File: src/sv/spmv_pkg.sv
`timescale 1ns / 1ps

package spmv_pkg;

    localparam int DEF_MAX_ROWS = 1024;
    localparam int DEF_MAX_COLS = 1024;

    localparam int IDX_W     = 10;
    localparam int VAL_W     = 32;
    localparam int FRAC_W    = 16;
    localparam int SUM_W     = 48;
    localparam int DIM_W     = 11;
    localparam int THR_W     = 31;
    localparam int CFG_IDX_W = 2;
    localparam int CFG_DAT_W = 31;

    localparam logic [DIM_W-1:0] RST_NUM_ROWS = 11'd1024;
    localparam logic [DIM_W-1:0] RST_NUM_COLS = 11'd1024;

    typedef enum logic [1:0] {
        CMD_LOAD_X     = 2'd0,
        CMD_ACCUM      = 2'd1,
        CMD_READ_CLEAR = 2'd2
    } t_cmd;

    typedef enum logic [1:0] {
        ST_OK    = 2'd0,
        ST_RANGE = 2'd1,
        ST_DROP  = 2'd2,
        ST_SAT   = 2'd3
    } t_status;

    typedef enum logic [CFG_IDX_W-1:0] {
        CFG_NUM_ROWS       = 2'd0,
        CFG_NUM_COLS       = 2'd1,
        CFG_DROP_THRESHOLD = 2'd2
    } t_cfg_reg;

    typedef enum logic [1:0] {
        S_CLEAR = 2'd0,
        S_IDLE  = 2'd1,
        S_MUL   = 2'd2,
        S_ACC   = 2'd3
    } t_state;

    typedef struct packed {
        logic [1:0]              command;
        logic [IDX_W-1:0]        row_index;
        logic [IDX_W-1:0]        col_index;
        logic signed [VAL_W-1:0] operand_value;
    } t_req;

    typedef struct packed {
        logic signed [SUM_W-1:0] row_sum;
        logic [1:0]              status;
    } t_result;

endpackage

File: src/sv/spmv_mac.sv
`timescale 1ns / 1ps

module spmv_mac (
    input  logic                              i_clk,
    input  logic                              i_prod_en,
    input  logic signed [spmv_pkg::VAL_W-1:0] i_a,
    input  logic signed [spmv_pkg::VAL_W-1:0] i_x,
    input  logic signed [spmv_pkg::SUM_W-1:0] i_sum,
    output logic signed [spmv_pkg::SUM_W-1:0] o_sum,
    output logic                              o_sat
);

    import spmv_pkg::*;

    logic signed [2*VAL_W-1:0] w_prod;
    logic signed [SUM_W-1:0]   r_prod;
    logic [SUM_W:0]            w_acc;

    assign w_prod = i_a * i_x;

    // Dropping the low fraction bits of a two's complement product floors it.
    always_ff @(posedge i_clk) begin
        if (i_prod_en) begin
            r_prod <= w_prod[2*VAL_W-1:FRAC_W];
        end
    end

    assign w_acc = {i_sum[SUM_W-1], i_sum} + {r_prod[SUM_W-1], r_prod};
    assign o_sat = w_acc[SUM_W] ^ w_acc[SUM_W-1];

    always_comb begin
        if (!o_sat) begin
            o_sum = w_acc[SUM_W-1:0];
        end else if (w_acc[SUM_W]) begin
            o_sum = {1'b1, {(SUM_W-1){1'b0}}};
        end else begin
            o_sum = {1'b0, {(SUM_W-1){1'b1}}};
        end
    end

endmodule

File: config.mk
export PLATFORM = sky130hd
export DESIGN_NAME = spmv_mac
export DESIGN_NICKNAME = d
export VERILOG_FILES = /design/src/sv/spmv_pkg.sv /design/src/sv/spmv_mac.sv
export SDC_FILE = /design/constraint.sdc
export NUM_CORES = 2
export LEC_CHECK = 0
export BUFFER_PORTS_ARGS = -buffer_cell sky130_fd_sc_hd__buf_2
export CAP_MARGIN = 10
export CORE_MARGIN = 8
export CORE_UTILIZATION = 66
export DETAILED_ROUTE_END_ITERATION = 6
export PLACE_DENSITY_LB_ADDON = 0.08
export SYNTH_ARGS = -nofsm -noshare
export SYNTH_HDL_FRONTEND = slang
export SYNTH_SLANG_ARGS = --single-unit
File: constraint.sdc
create_clock -name i_clk -period 11.5 [get_ports i_clk]
set_clock_uncertainty 0.1 [all_clocks]
set_input_delay 1.15 -clock i_clk [delete_from_list [all_inputs] [get_ports i_clk]]
set_output_delay 1.15 -clock i_clk [all_outputs]
set_load 0.005 [all_outputs]
==> summary.txt <==
STA
  • Tcrit/Tclk final: 84.58%
  • Worst slew pin tran: 1.113 ns
  • Post-layout min period: 9.727 ns
  • RSZ-0062 raised after global routing: no
  • Slew margin rel.: 25.46%
  • Final hold violations: 0
  • # setup viols final: 0
  • Sum of negative setup slack: 0 ns
  • Slew Viols, Final: 0
  • Fmax: around 100 MHz
  • Min Hold Slack: 1.491 ns

Final layout
  • Max FFs per register: 48
  • Commonest non-fill, non-tap cell in the layout: fa_1
  • Register area: 0.001441 sq mm
  • Cell area after layout: 0.04086 sq mm
  • Share of layout cells above drive strength 1: 4.863%
  • Area of the multi-input gates: 0.03377 sq mm
  • # fillers: 4,967
  • Layout area overhead: 2.964%
  • Final layout net count: between 5k and 6k
  • Final core occ: 68.20%
  • Top reg by flops: r_prod
  • Commonest non-fill, non-tap cells in the layout: fa_1, inv_1, nand2_1
  • Largest registers: r_prod (48)

CTS
  • CTS Buf Count: 5
  • Root cell of the clock tree: clkbuf_16
  • Hold-fix buffers, CTS: 0
  • Clock Tree Buf Depth: 2
  • Post-CTS Setup Bufs: 0
  • Cts repair resizes: 0
  • Clock Pin Slew Worst Setup and Hold Paths: 0.06 ns
  • Clock tree sinks: 48
  • CTS tree: done
  • CTS H-tree lvls: 2

Place
  • Placed standard-cell area: 0.04071 sq mm
  • Port buffer count: 162
  • GP Congestion: 0.9043
  • Hpwl dp: 84,200 um

Critical path
  • Slowest cell delay on critical path: between 0.8 and 0.9 ns
  • Required time of the critical path: about 11 ns
  • Worst Setup End Kind: flip-flop
  • CP bufs+invs: 5
  • Largest delay share family, worst path: adder cells
  • Slowest-stage cell, CP: a31oi_1
  • Crit-path max FO: 32
  • Startpoint types: input port
  • Crit-path most repeated cell: fa_1
  • Critical path arrival: between 9 and 10 ns
  • Kind of critical path: in2reg

Global routing
  • First-pass GRT wire length: 162,500 um
  • GR Overflow Total: 0
  • Initial antenna violation count: 2
  • Vias in the first global route: slightly above 30k
  • Largest net degree at the start of global routing: about 50
  • GRT Overall Usage: between 30% and 40%

Synthesis
  • Library cells used by synthesis: 64
  • Syn Nets: ~5.6k
  • Sequential area share after synthesis: 3.632%
  • Synth Warn #: 0
  • Flops & latches, synth: 48
  • Post-synth EDFFs: 48
  • Avg Cell Area, Syn: 9.426 sq um
  • Synth Flop Type: edfxtp_1
  • Mapped Cells: 4,210
  • Mapped cell area: around 0.040 sq mm
  • Ys async rst share: 0%

Worst hold path
  • Hold Path Origin: i_prod_en
  • Hold endpoint: r_prod[42]$_DFFE_PP_
  • Hold depth: 1
  • HP Class: in2reg

Detailed routing
  • DR vias: 28.10k
  • First drt pass iteration count: 5
  • DRC: 0
  • Antenna violation net count after detailed routing: 0
  • Vias per inst: ~5.7
  • Routed wire per std cell: 20.26 um
  • First DRT Iteration DRCs: 1,715
  • DRT Wirelength: 100,500 um

Floorplan
  • Area of the core: 0.05991 sq mm
  • Die width: 261.2 um
  • Initial Utilization: between 60% and 70%
  • Total Die Area: 0.06823 sq mm
  • Die Y: 261.2 um
  • # IOs: 163
  • Row count: 90

Job
  • Max_cap viols: 0

Outcome
  • Status: complete, no violations
Yosys cell counts, drive strengths merged (3+ instances only):
cell type  count  area share [%]
o21bai        21            0.40
a2111oi        4           0.088
nor3           8            0.11
nor2          74            0.71
clkbuf       207             2.0
nor2b          7            0.11
edfxtp        48             3.6
nand3         19            0.24
xnor2         68             1.5
inv          971             9.2
and2         513             8.1
a41oi          6            0.18
and3           7            0.12
a211o          4           0.088
o21a           8            0.15
a21o          40            0.76
a31oi          8            0.13
nand2        540             5.1
a211oi         8            0.15
maj3           9            0.23
a21oi        107             1.3
o31ai         13            0.28
fa          1082              55
o21ai         84             1.2
xor2          41            0.90
o221ai         3           0.066
o22ai          3           0.047
buf            8            0.15
o211ai         5           0.095
ha           228             7.2
nand2b        14            0.22
nand4         19            0.30
or3            6            0.11
a221oi         3           0.066
kinds of logic after synthesis:
kind of cell	after synthesis	synth area share, %
buffers and inverters	1186	11.29
AND/OR/NAND/NOR	1215	15.28
AO/OA/AOI/OAI	333	5.395
flip-flops	48	3.632
adder cells (fa/ha/maj)	1319	62.00
XOR/XNOR	109	2.406
worst max-delay path by stage:
stage | startpoint | end | slack [ns] | cells past startpoint
2_1_floorplan | i_x[2] | r_prod[45]$_DFFE_PP_ | 2.54 | 26
4_1_cts | i_x[2] | r_prod[30]$_DFFE_PP_ | 1.82 | 25
6_report | i_x[2] | r_prod[30]$_DFFE_PP_ | 1.77 | 25
5_1_grt | i_x[2] | r_prod[30]$_DFFE_PP_ | 1.41 | 25
3_3_place_gp | i_x[2] | r_prod[30]$_DFFE_PP_ | 1.61 | 25
3_5_place_dp | i_x[2] | r_prod[30]$_DFFE_PP_ | 1.49 | 25
through the flow:
stage                     setup slack, ns  instances
after floorplan                     2.536       4210
after global placement              1.610       4948
after detailed placement            1.493       4948
after CTS                           1.819       4956
after global routing                1.412       4956
final                               1.773       4958
per-layer routing:
metal | share of wire [%] | vias up | global-route usage, % | routed length (um)
met2 | 52 | 944 | 54.37 | 52020
met3 | 5.4 | 287 | 3.709 | 5390
li1 | - | 12240 | - | -
met5 | 0 | - | 0 | 0
met4 | 7.4 | 0 | 18.05 | 7390
met1 | 35 | 14630 | 36.58 | 35660
final cells by class:
cell class	count	share of cell area, %
clock buffer	5	0.3062
multi-input combinational	2976	82.64
tap	782	2.395
clock inverter	3	0.04593
inverter	971	8.920
timing repair buffer	171	2.150
sequential	48	3.528
antenna	2	0.01225
Power is not shown: default switching activity piles up to over one toggle a cycle in this logic, so the estimate is an artifact.
